## src/design/brf_pkg.sv

```systemverilog
// shared types and constants of the byte ring fifo
// no dependencies
`default_nettype none

package brf_pkg;

  localparam int STORE_DEPTH = 256;
  localparam int MAX_REQUEST = 64;
  localparam int BYTE_W      = 8;
  localparam int CNT_W       = $clog2(STORE_DEPTH + 1);
  localparam int REQ_W       = 7;
  localparam int REM_W       = $clog2(MAX_REQUEST + 1);

  typedef enum logic [1:0] {
    ACT_CLEAR   = 2'd0,
    ACT_ADD     = 2'd1,
    ACT_REMOVE  = 2'd2,
    ACT_DISCARD = 2'd3
  } action_t;

  typedef enum logic {
    ST_IDLE,
    ST_DRAIN
  } state_t;

  // command broadcast to every cell of the chain
  typedef struct packed {
    logic              flush;
    logic              push;
    logic              pop;
    logic [BYTE_W-1:0] byte_in;
  } chain_cmd_t;

endpackage

`default_nettype wire

```

## src/design/byte_ring_fifo.sv

```systemverilog
// top level of the byte fifo: sequencer plus the row of storage cells
// depends on brf_pkg, brf_ctrl, brf_chain
//
// Byte FIFO built as a row of STORE_DEPTH cells; bytes enter at the first free
// cell and the whole row shifts one cell toward the head on every removal, so
// the word delivered always comes from the head cell. Clear and add each give
// one result word. Remove and discard give n = min(request_count clipped to
// 64, bytes held) result words, one result word per cycle while the result
// register is not stalled, since the row shifts by one cell per removal; an
// empty fifo, a zero request or a refused add still gives one result word.
// A new input word is taken once the previous one has issued its last result
// and the result register is free or being read. No clearing pass follows
// reset. The capacity register is written only while no removal burst is
// running, and a write empties the fifo.
`default_nettype none

module byte_ring_fifo (
  input  wire                        clk,
  input  wire                        rst_n,
  input  wire                        in_valid,
  output logic                       in_stall,
  input  wire [1:0]                  in_action,
  input  wire [brf_pkg::BYTE_W-1:0]  in_data_in,
  input  wire [brf_pkg::REQ_W-1:0]   in_request_count,
  output logic                       out_valid,
  input  wire                        out_stall,
  output logic [brf_pkg::BYTE_W-1:0] out_data_out,
  output logic                       out_data_valid,
  output logic                       out_accepted,
  output logic                       out_last,
  output logic [brf_pkg::CNT_W-1:0]  out_used_count,
  output logic [brf_pkg::CNT_W-1:0]  out_free_count,
  output logic                       out_is_full,
  output logic                       out_is_empty,
  input  wire                        cfg_valid,
  output logic                       cfg_ready,
  input  wire [8:0]                  cfg_capacity_in_use
);
  import brf_pkg::*;

  chain_cmd_t        cmd;
  logic [BYTE_W-1:0] head_data;

  brf_ctrl u_ctrl (
    .clk                 (clk),
    .rst_n               (rst_n),
    .in_valid            (in_valid),
    .in_stall            (in_stall),
    .in_action           (in_action),
    .in_data_in          (in_data_in),
    .in_request_count    (in_request_count),
    .out_valid           (out_valid),
    .out_stall           (out_stall),
    .out_data_out        (out_data_out),
    .out_data_valid      (out_data_valid),
    .out_accepted        (out_accepted),
    .out_last            (out_last),
    .out_used_count      (out_used_count),
    .out_free_count      (out_free_count),
    .out_is_full         (out_is_full),
    .out_is_empty        (out_is_empty),
    .cfg_valid           (cfg_valid),
    .cfg_ready           (cfg_ready),
    .cfg_capacity_in_use (cfg_capacity_in_use),
    .head_data           (head_data),
    .cmd                 (cmd)
  );

  brf_chain u_chain (
    .clk       (clk),
    .rst_n     (rst_n),
    .cmd       (cmd),
    .head_data (head_data)
  );

endmodule

`default_nettype wire

```

## src/design/brf_cell.sv

```systemverilog
// one storage cell of the byte chain: an occupied flag and one byte
// depends on brf_pkg
`default_nettype none

module brf_cell (
  input  wire                       clk,
  input  wire                       rst_n,
  input  brf_pkg::chain_cmd_t       cmd,
  input  wire                       prev_occ,
  input  wire                       next_occ,
  input  wire [brf_pkg::BYTE_W-1:0] next_data,
  output logic                      occ,
  output logic [brf_pkg::BYTE_W-1:0] data
);
  import brf_pkg::*;

  logic              occ_r, occ_nxt;
  logic [BYTE_W-1:0] data_r, data_nxt;

  always_comb begin
    occ_nxt  = occ_r;
    data_nxt = data_r;
    if (cmd.flush) begin
      occ_nxt = 1'b0;
    end else if (cmd.pop) begin
      // shift toward the head
      occ_nxt  = next_occ;
      data_nxt = next_data;
    end else if (cmd.push && !occ_r && prev_occ) begin
      // first empty cell takes the word
      occ_nxt  = 1'b1;
      data_nxt = cmd.byte_in;
    end
  end

  always_ff @(posedge clk) begin
    if (!rst_n) begin
      occ_r <= 1'b0;
    end else begin
      occ_r <= occ_nxt;
    end
  end

  always_ff @(posedge clk) begin
    data_r <= data_nxt;
  end

  assign occ  = occ_r;
  assign data = data_r;

endmodule

`default_nettype wire

```

## src/design/brf_chain.sv

```systemverilog
// row of storage cells forming the fifo body, head at cell zero
// depends on brf_pkg and brf_cell
`default_nettype none

module brf_chain (
  input  wire                        clk,
  input  wire                        rst_n,
  input  brf_pkg::chain_cmd_t        cmd,
  output logic [brf_pkg::BYTE_W-1:0] head_data
);
  import brf_pkg::*;

  logic              occ  [STORE_DEPTH];
  logic [BYTE_W-1:0] data [STORE_DEPTH];

  for (genvar i = 0; i < STORE_DEPTH; i++) begin : g_cell
    logic              prev_occ;
    logic              next_occ;
    logic [BYTE_W-1:0] next_data;

    if (i == 0) begin : g_first
      assign prev_occ = 1'b1;
    end else begin : g_mid
      assign prev_occ = occ[i-1];
    end

    if (i == STORE_DEPTH - 1) begin : g_tail
      assign next_occ  = 1'b0;
      assign next_data = '0;
    end else begin : g_body
      assign next_occ  = occ[i+1];
      assign next_data = data[i+1];
    end

    brf_cell u_cell (
      .clk       (clk),
      .rst_n     (rst_n),
      .cmd       (cmd),
      .prev_occ  (prev_occ),
      .next_occ  (next_occ),
      .next_data (next_data),
      .occ       (occ[i]),
      .data      (data[i])
    );
  end

  assign head_data = data[0];

endmodule

`default_nettype wire

```

## src/design/brf_ctrl.sv

```systemverilog
// sequencer, fill count, capacity register and result register of the byte fifo
// depends on brf_pkg
`default_nettype none

module brf_ctrl (
  input  wire                        clk,
  input  wire                        rst_n,
  input  wire                        in_valid,
  output logic                       in_stall,
  input  wire [1:0]                  in_action,
  input  wire [brf_pkg::BYTE_W-1:0]  in_data_in,
  input  wire [brf_pkg::REQ_W-1:0]   in_request_count,
  output logic                       out_valid,
  input  wire                        out_stall,
  output logic [brf_pkg::BYTE_W-1:0] out_data_out,
  output logic                       out_data_valid,
  output logic                       out_accepted,
  output logic                       out_last,
  output logic [brf_pkg::CNT_W-1:0]  out_used_count,
  output logic [brf_pkg::CNT_W-1:0]  out_free_count,
  output logic                       out_is_full,
  output logic                       out_is_empty,
  input  wire                        cfg_valid,
  output logic                       cfg_ready,
  input  wire [8:0]                  cfg_capacity_in_use,
  input  wire [brf_pkg::BYTE_W-1:0]  head_data,
  output brf_pkg::chain_cmd_t        cmd
);
  import brf_pkg::*;

  state_t            state_r, state_nxt;
  logic [CNT_W-1:0]  used_r, used_nxt;
  logic [CNT_W-1:0]  cap_r, cap_sat;
  logic [REM_W-1:0]  remain_r, remain_nxt;
  logic              keep_r;
  logic              out_valid_r;
  logic [BYTE_W-1:0] out_data_r;
  logic              out_dvalid_r, out_acc_r, out_last_r;
  logic [CNT_W-1:0]  out_used_r, out_free_r;
  logic              out_full_r, out_empty_r;

  logic              out_free, in_acc, cfg_wr, load;
  logic              keep_now;
  action_t           act;
  logic [REQ_W-1:0]  req_sat;
  logic [CNT_W-1:0]  req_ext, take;
  logic [BYTE_W-1:0] r_data;
  logic              r_dvalid, r_acc, r_last;

  assign out_free = !out_valid_r || !out_stall;
  assign in_stall = (state_r != ST_IDLE) || !out_free;
  assign in_acc   = in_valid && !in_stall;
  assign cfg_ready = (state_r == ST_IDLE);
  assign cfg_wr   = cfg_valid && cfg_ready;
  assign act      = action_t'(in_action);
  assign keep_now = (act == ACT_REMOVE);

  always_comb begin
    if (cfg_capacity_in_use == '0) begin
      cap_sat = CNT_W'(1);
    end else if (CNT_W'(cfg_capacity_in_use) > CNT_W'(STORE_DEPTH)) begin
      cap_sat = CNT_W'(STORE_DEPTH);
    end else begin
      cap_sat = CNT_W'(cfg_capacity_in_use);
    end
  end

  // words actually moved: request clipped to the limit and to the fill
  always_comb begin
    if (in_request_count > REQ_W'(MAX_REQUEST)) begin
      req_sat = REQ_W'(MAX_REQUEST);
    end else begin
      req_sat = in_request_count;
    end
    req_ext = CNT_W'(req_sat);
    take    = (req_ext < used_r) ? req_ext : used_r;
  end

  // next state
  always_comb begin
    state_nxt = state_r;
    unique case (state_r)
      ST_IDLE: begin
        if (in_acc && (act == ACT_REMOVE || act == ACT_DISCARD) && take > CNT_W'(1)) begin
          state_nxt = ST_DRAIN;
        end
      end
      ST_DRAIN: begin
        if (out_free && remain_r == REM_W'(1)) begin
          state_nxt = ST_IDLE;
        end
      end
      default: state_nxt = ST_IDLE;
    endcase
  end

  // outputs: chain command and next result word
  always_comb begin
    cmd        = '0;
    load       = 1'b0;
    r_data     = '0;
    r_dvalid   = 1'b0;
    r_acc      = 1'b0;
    r_last     = 1'b0;
    used_nxt   = used_r;
    remain_nxt = remain_r;
    unique case (state_r)
      ST_IDLE: begin
        if (in_acc) begin
          load   = 1'b1;
          r_last = 1'b1;
          unique case (act) inside
            ACT_CLEAR: begin
              cmd.flush = 1'b1;
              used_nxt  = '0;
              r_acc     = 1'b1;
            end
            ACT_ADD: begin
              if (used_r != cap_r) begin
                cmd.push    = 1'b1;
                cmd.byte_in = in_data_in;
                used_nxt    = used_r + CNT_W'(1);
                r_acc       = 1'b1;
              end
            end
            ACT_REMOVE, ACT_DISCARD: begin
              if (take != '0) begin
                cmd.pop    = 1'b1;
                used_nxt   = used_r - CNT_W'(1);
                r_acc      = 1'b1;
                r_dvalid   = keep_now;
                r_data     = keep_now ? head_data : '0;
                r_last     = (take == CNT_W'(1));
                remain_nxt = REM_W'(take - CNT_W'(1));
              end
            end
            default: ;
          endcase
        end
      end
      ST_DRAIN: begin
        if (out_free) begin
          load       = 1'b1;
          cmd.pop    = 1'b1;
          used_nxt   = used_r - CNT_W'(1);
          r_acc      = 1'b1;
          r_dvalid   = keep_r;
          r_data     = keep_r ? head_data : '0;
          r_last     = (remain_r == REM_W'(1));
          remain_nxt = remain_r - REM_W'(1);
        end
      end
      default: ;
    endcase
    // capacity write empties the fifo
    if (cfg_wr) begin
      cmd.flush = 1'b1;
    end
  end

  always_ff @(posedge clk) begin
    if (!rst_n) begin
      state_r     <= ST_IDLE;
      used_r      <= '0;
      cap_r       <= CNT_W'(STORE_DEPTH);
      remain_r    <= '0;
      out_valid_r <= 1'b0;
    end else begin
      state_r  <= state_nxt;
      remain_r <= remain_nxt;
      if (cfg_wr) begin
        used_r <= '0;
        cap_r  <= cap_sat;
      end else begin
        used_r <= used_nxt;
      end
      if (load) begin
        out_valid_r <= 1'b1;
      end else if (!out_stall) begin
        out_valid_r <= 1'b0;
      end
    end
  end

  always_ff @(posedge clk) begin
    if (in_acc) begin
      keep_r <= keep_now;
    end
    if (load) begin
      out_data_r   <= r_data;
      out_dvalid_r <= r_dvalid;
      out_acc_r    <= r_acc;
      out_last_r   <= r_last;
      out_used_r   <= used_nxt;
      out_free_r   <= cap_r - used_nxt;
      out_full_r   <= (used_nxt == cap_r);
      out_empty_r  <= (used_nxt == '0);
    end
  end

  assign out_valid      = out_valid_r;
  assign out_data_out   = out_data_r;
  assign out_data_valid = out_dvalid_r;
  assign out_accepted   = out_acc_r;
  assign out_last       = out_last_r;
  assign out_used_count = out_used_r;
  assign out_free_count = out_free_r;
  assign out_is_full    = out_full_r;
  assign out_is_empty   = out_empty_r;

endmodule

`default_nettype wire

```

## config.mk

```make
export PLATFORM = sky130hd
export DESIGN_NAME = byte_ring_fifo
export DESIGN_NICKNAME = d
export VERILOG_FILES = /design/src/design/brf_pkg.sv /design/src/design/byte_ring_fifo.sv /design/src/design/brf_cell.sv /design/src/design/brf_chain.sv /design/src/design/brf_ctrl.sv
export SDC_FILE = /design/constraint.sdc
export NUM_CORES = 2
export LEC_CHECK = 0
export CAP_MARGIN = 20
export CELL_PAD_IN_SITES_DETAIL_PLACEMENT = 0
export CELL_PAD_IN_SITES_GLOBAL_PLACEMENT = 1
export CORE_AREA = 2 2 418 420
export DETAILED_ROUTE_END_ITERATION = 8
export DIE_AREA = 0 0 420 422
export DONT_BUFFER_PORTS = 1
export GPL_ROUTABILITY_DRIVEN = 0
export GPL_TIMING_DRIVEN = 0
export PLACE_DENSITY_LB_ADDON = 0.12
export SYNTH_ARGS = -nofsm -noshare
export SYNTH_HDL_FRONTEND = slang
export SYNTH_SLANG_ARGS = --single-unit
```

## constraint.sdc

```tcl
create_clock -name clk -period 12 [get_ports clk]
set_clock_uncertainty 0.05 [all_clocks]
set_input_delay 1.2 -clock clk [delete_from_list [all_inputs] [get_ports clk]]
set_output_delay 1.2 -clock clk [all_outputs]
set_load 0.05 [all_outputs]
```

After elaboration in Yosys (flattened, before gate mapping)

Cells that the tools add are included.

Register bits: 2363
Input bits: 31
Output and inout port bits: 34
Logic and storage cells: 2926

Add/sub/neg operators: 5
Order comparisons: 4
Eq/ne operators: 12
Multiplexer cells: 1076
Bitwise gates (word level): 3
Reduce and logical (&&, ||, !) cells: 1300

Operator list:

| operator              | count |
|---|---|
| $mux W8               | 520 |
| $mux W1               | 531 |
| $logic_and A1 B1 Y1   | 516 |
| $reduce_and A2 Y1     | 256 |
| $reduce_bool A2 Y1    | 256 |
| $logic_not A1 Y1      | 260 |
| $mux W9               | 7 |
| $mux W7               | 5 |
| $pmux W9 S3           | 1 |
| $logic_not A9 Y1      | 2 |
| $pmux W9 S2           | 1 |
| $pmux W8 S2           | 1 |
| $pmux W7 S2           | 1 |
| $sub A7 B1 Y7 const B | 2 |
| $pmux W1 S2           | 6 |
| $mux W11              | 1 |
| $add A9 B1 Y9 const B | 1 |
| $eq A9 B1 Y1 const B  | 1 |
| $eq A9 B9 Y1          | 1 |
| $gt A9 B1 Y1 const B  | 1 |
| $gt A9 B9 Y1 const B  | 1 |
| $lt A7 B9 Y1          | 1 |
| $ne A9 B9 Y1          | 1 |
| $reduce_bool A9 Y1    | 1 |
| other kinds (16)      | 26 |

Logic depth before layout (Yosys ltp)

Word-level depth: 13
Depth in mapped cells: 26
Gate-level depth less buffers: 24

Cells and area by module

Synthesis repeated with hierarchy kept, for this count alone.

Cell total of the unflattened synthesis: 6587
Area total of the unflattened synthesis: 109274.8 um2

By module, submodules not included:

| module    | instances | cells each | area each (um2) | sequential area each (um2) |
|---|---|---|---|---|
| brf_cell  | 256       | 24         | 411.6           | 260.2 |
| brf_ctrl  | 1         | 441        | 3886.2          | 1501.4 |
| brf_chain | 1         | 2          | 7.5             | 0.0 |

Worst setup path after synthesis

Ideal clock, no wire load.

Path type: in2reg
From: input in_request_count[2] (netlist name)
To: register u_ctrl.out_free_r[7], in the netlist u_ctrl.out_free_count[7] (data pin)
Arrival time: 5576 ps
Data required time: 11692 ps
Slack: 6117 ps
Cell stages on the path: 23
Cells stage by stage: nor2b_1 > ha_1 > a21oi_1 > nor2_1 > o31a_2 > buf_6 > nand2_1 > o21ai_0 > inv_1 > ha_1 > nand3_1 > or4_1 > a31o_2 > a21boi_1 > o221ai_1 > ha_1 > a21o_1 > a21o_1 > a21o_1 > a21o_1 > a21o_1 > a21oi_1 > xnor2_1

Cells in the longest elaborated chain, start to end: 10

Ends and longest elaborated chain:

| element              | RTL line             | text |
|---|---|---|
| from (decl)          | byte_ring_fifo.sv:24 | `input wire [brf_pkg::REQ_W-1:0] in_request_count,` |
| $gt A7 B7 Y1         | brf_ctrl.sv:70       | `if (in_request_count > REQ_W'(MAX_REQUEST)) begin` |
| $mux W7 *            | brf_ctrl.sv:70       |  |
| $lt A7 B9 Y1         | brf_ctrl.sv:76       | `take = (req_ext < used_r) ? req_ext : used_r;` |
| $mux W9 *            | brf_ctrl.sv:76       |  |
| $reduce_bool A9 Y1 * | brf_ctrl.sv:127      | `if (take != '0) begin` |
| $mux W9 *            | brf_ctrl.sv:127      |  |
| $pmux W9 S3 *        | brf_ctrl.sv:112      | `unique case (act) inside` |
| $mux W9 *            | brf_ctrl.sv:109      | `if (in_acc) begin` |
| $pmux W9 S2 *        | brf_ctrl.sv:107      | `unique case (state_r)` |
| $sub A9 B9 Y9 *      | brf_ctrl.sv:195      | `out_free_r <= cap_r - used_nxt;` |
| to (signal assigned) | brf_ctrl.sv:195      |  |
| to (decl)            | brf_ctrl.sv:39       | `logic [CNT_W-1:0] out_used_r, out_free_r;` |

Every way passes the cells marked *; elsewhere a longest branch is shown, timed or not.
A chain may end at the register's enable or synchronous reset.

Worst setup path after layout

From: register u_ctrl.used_r[4]
To: register u_ctrl.out_free_r[7], in the netlist u_ctrl.out_free_count[7] (data pin)

Cells in the longest elaborated chain, start to end: 8
Elaborated cells on any way between the ends: 13

Ends and longest elaborated chain:

| element                | RTL line        | text |
|---|---|---|
| from (decl)            | brf_ctrl.sv:32  | `logic [CNT_W-1:0] used_r, used_nxt;` |
| from (signal assigned) | brf_ctrl.sv:175 | `used_r <= used_nxt;` |
| $lt A7 B9 Y1           | brf_ctrl.sv:76  |  |
| $mux W9                | brf_ctrl.sv:76  |  |
| $reduce_bool A9 Y1     | brf_ctrl.sv:127 |  |
| $mux W9                | brf_ctrl.sv:127 |  |
| $pmux W9 S3            | brf_ctrl.sv:112 |  |
| $mux W9                | brf_ctrl.sv:109 |  |
| $pmux W9 S2 *          | brf_ctrl.sv:107 |  |
| $sub A9 B9 Y9 *        | brf_ctrl.sv:195 |  |

Marks and branches as above.

==> flow_metrics.tcl <==
set metrics [dict create \
    outcome "finished, final reports clean" \
    dieArea_sq_mm 0.177 \
    synth_top_area_cell "edfxtp_1" \
    timing.final.crit_share 0.527 \
    r2r_setup_slack_ps 5680 \
    power_frac_seq 0.509 \
    synth.avg_cell_area_sq_um 11.3 \
    netSwitchingPower_w 0.00568 \
    drt_iter0_markers 5541 \
    finalCriticalPeriod_ps 6320 \
    worstSkewPairLatency_ps 860 \
    drt_pre_antenna_iters 6 \
    finalHoldViolCount 0 \
    n_fill_cell 14000 \
    synth.distinct_cells 86 \
    timing.rr.end "u_ctrl.out_free_count[7]" \
    top_layer "met5" \
    synthFlopType "edfxtp_1" \
    min_from "cfg_capacity_in_use[1]" \
    layout_common_cells "nand2_1 (3617), edfxtp_1 (2080), clkbuf_1 (358)" \
    start_util 0.558 \
    cp_slowest_stage_delay_ps 560 \
    drive_gt1_frac 0.0814 \
    grt_pass1_wl_um 348000 \
    regArea_sq_mm 0.0681 \
    vdd_drop_max_mv 0.156 \
    maxCapViolCount 0 \
    route.detailed.drc 0 \
    clk_pin_slew_worst_paths_ps 60 \
    place.port_buffers 0 \
    mostFrequentLayoutCell "nand2_1" \
    pwr-share-clk 0.344 \
    syn_to_final_growth_pct 11.1 \
    netlist_area_sq_mm 0.0964 \
    timing.final.max_slew_violations 0 \
    synth_edf_count 2080 \
    ys_warn_count 0 \
    placementRows 153 \
    cts_hold_buffers 0 \
    grt_max_degree 22 \
    multi_input_area_sq_mm 0.0252 \
    fin_area_sq_mm 0.107 \
    crit_top_cell "a21o_1" \
    synthTopCellsByArea "edfxtp_1 (65%), nand2_1 (14%), dfxtp_1 (5.9%)" \
    dr_total_vias 62600 \
    cp_slowest_cell "or4_1" \
    ant_nets 0 \
    cp_data_required_time_ps 12560 \
    io_pins 65 \
    ctsHtreeMaxLevel 4 \
    crit_path_cell_trace "buf_2 -> inv_1 -> ha_1 -> nand2_1 -> nor2_1 -> o31a_2 -> buf_6 -> o21ai_0 -> inv_1 -> ha_1 -> nand3_1 -> or4_1 -> a31o_2 -> a21boi_1 -> o221ai_1 -> ha_1 -> a21o_1 -> a21o_1 -> a21o_1 -> a21o_1 -> a21o_1 -> a21oi_1 -> xnor2_1" \
    cts_buffer_depth 3 \
    combPwrFrac 0.147 \
    rsz0062_at_grt "false" \
    hold_path.class "primary input to flop" \
    switching_share 0.272 \
    hold_path_end "u_ctrl.cap_r[1]" \
    avgViaCountPerCell 5.52 \
    rr_startpoint "u_ctrl.used_r[4]" \
    root_buffer "clkbuf_16" \
    p_per_area_mw_per_mm2 195 \
    clock_sinks 2363 \
    grt_usage 0.251 \
    worst_hold_slack_ps 415 \
    slew_headroom 0.226 \
    nets 8852 \
    route.met3.wl_um 12600 \
    die_w_um 420 \
    ys_seq_area_frac 0.707 \
    synth_nets 8585 \
    async_reset_ff_frac 0 \
    hold_depth 1 \
    intPower_w 0.0152 \
    worstSetupEndpointType "flop" \
    cp.arrival_ps 6880 \
    antenna_found_initial 9 \
    place_area_sq_mm 0.0995 \
    cts_setup_buffers 0 \
    rr_worst_depth 23 \
    cts_resized 0 \
    met1Wirelength_um 102000 \
    netlist_instances 8532 \
    setup_violations 0 \
    numCtsBuffers 234 \
    synth_top_area_share 0.648 \
    grt_pass1_vias 61100 \
    coreArea_sq_mm 0.173 \
    ys_seq_elements 2363 \
    tightest_slew_ps 1160 \
    globalRouteOverflowTotal 0 \
    cts_tree "done" \
    path_class "flop to flop" \
    clock.fmax_mhz 158 \
    leakage_nw 47.2 \
    dr_wl_met2_um 102000 \
    hpwl_um 155000 \
    wl_per_cell_um 19.5 \
    drt_wl_total_um 221000 \
    die_y_um 422 \
    startpoint_type "flop" \
    tns_ps 0 \
    cp_max_fo 10 \
]
==> stage by stage <==
step	utilization	setup WS, ps	instances	power, W
after CTS	0.619	5770	11300	0.0210
after global placement	0.575	5180	10900	0.0137
after detailed placement	0.576	5190	10900	0.0138
after floorplan	-	6120	8532	0.0128
final	0.620	5680	11300	0.0209
after global routing	0.620	5400	11300	0.0218
==> metal layers <==
metal / GRT usage / vias to the layer above
met4: 0.0646 / 2
li1: - / 29800
met3: 0.0371 / 334
met5: 0 / -
met1: 0.368 / 30800
met2: 0.394 / 1609
==> worst max-delay path, delay by kind of cell (launching register included) <==
family | cells | cell delay (ps)
simple gates | 4 | 1380
xor+xnor | 1 | 90
buf+inv | 4 | 810
compound gates | 11 | 2310
flops | 1 | 340
fa+ha+maj | 3 | 1090
==> worst max-delay path by stage <==
stage / startpoint / end / slack (ps) / depth (start not counted)
global placement: in_request_count[2] / u_ctrl.out_free_count[7] / 5180 / 23
detailed placement: in_request_count[2] / u_ctrl.out_free_count[7] / 5190 / 23
CTS: u_ctrl.used_r[4] / u_ctrl.out_free_count[7] / 5770 / 24
finish: u_ctrl.used_r[4] / u_ctrl.out_free_count[7] / 5680 / 23
floorplan: in_request_count[2] / u_ctrl.out_free_count[7] / 6120 / 23
global route: u_ctrl.used_r[4] / u_ctrl.out_free_count[7] / 5400 / 23
==> flip-flops by register name, summed over array words and instances, names as in the netlist <==
signal,cells
u_ctrl.out_free_count,9
u_chain.g_cell.u_cell.data,2048
u_ctrl.out_accepted,1
u_ctrl.out_last,1
u_chain.g_cell.u_cell.occ,256
u_ctrl.out_is_full,1
u_ctrl.cap_r,9
u_ctrl.out_used_count,9
u_ctrl.state_r,1
u_ctrl.used_r,9
u_ctrl.out_valid,1
u_ctrl.out_data_out,8
u_ctrl.out_data_valid,1
u_ctrl.remain_r,7
u_ctrl.out_is_empty,1
u_ctrl.keep_r,1
==> synthesized netlist by cell type (3+ instances only) <==
master	n
clkbuf_1	320
a21o_1	265
or3_1	3
nand4_1	8
inv_1	36
nor3b_1	4
nand2b_1	4
xor2_1	7
nand3_1	15
o21ai_1	6
nor2b_1	9
o311a_1	3
nand3b_1	255
a21oi_1	280
nor2_1	291
xnor2_1	20
a211oi_1	257
mux2i_1	12
a22o_1	4
and2_1	9
o21ai_0	11
edfxtp_1	2080
nand2_1	3617
and3_1	8
ha_1	21
o21a_1	4
buf_4	4
dfxtp_1	283
buf_2	332
buf_1	13
nor3_1	268
o211ai_1	6
nor4_1	4
o31ai_1	5
==> cells by family (layout without fill, tap and decap cells) <==
group	Yosys count	count (layout)	share of synthesized area
adders and majority gates	23	23	0.00304
AOI/OAI and AO/OA	886	886	0.0629
buffers and inverters	709	1175	0.0321
DFF	2363	2363	0.707
muxes	13	13	0.00136
other	0	6	0
xor gates and xnor gates	28	28	0.00262
and+or+nand+nor	4510	4510	0.191
==> power groups by stage <==
stage / Combinational, W / Sequential (W) / Clock (W)
2_1_floorplan: 0.00219 / 0.0106 / 0
3_3_place_gp: 0.00295 / 0.0108 / 0
3_5_place_dp: 0.00306 / 0.0108 / 0
4_1_cts: 0.00308 / 0.0106 / 0.00729
5_1_grt: 0.00346 / 0.0107 / 0.00760
6_report: 0.00307 / 0.0106 / 0.00718
==> layout make-up <==
type / count / share of cell area
inverters: 39 / 0.00137
plain buffers: 670 / 0.0277
well taps: 2325 / 0.0272
clock inverters: 132 / 0.0107
flip-flops and latches: 2363 / 0.636
diodes: 6 / 0.000140
clock buffers: 303 / 0.0592
repair buffers: 31 / 0.00257
multi-input cells: 5460 / 0.235
No activity file was read; power rests on OpenSTA's default activity.
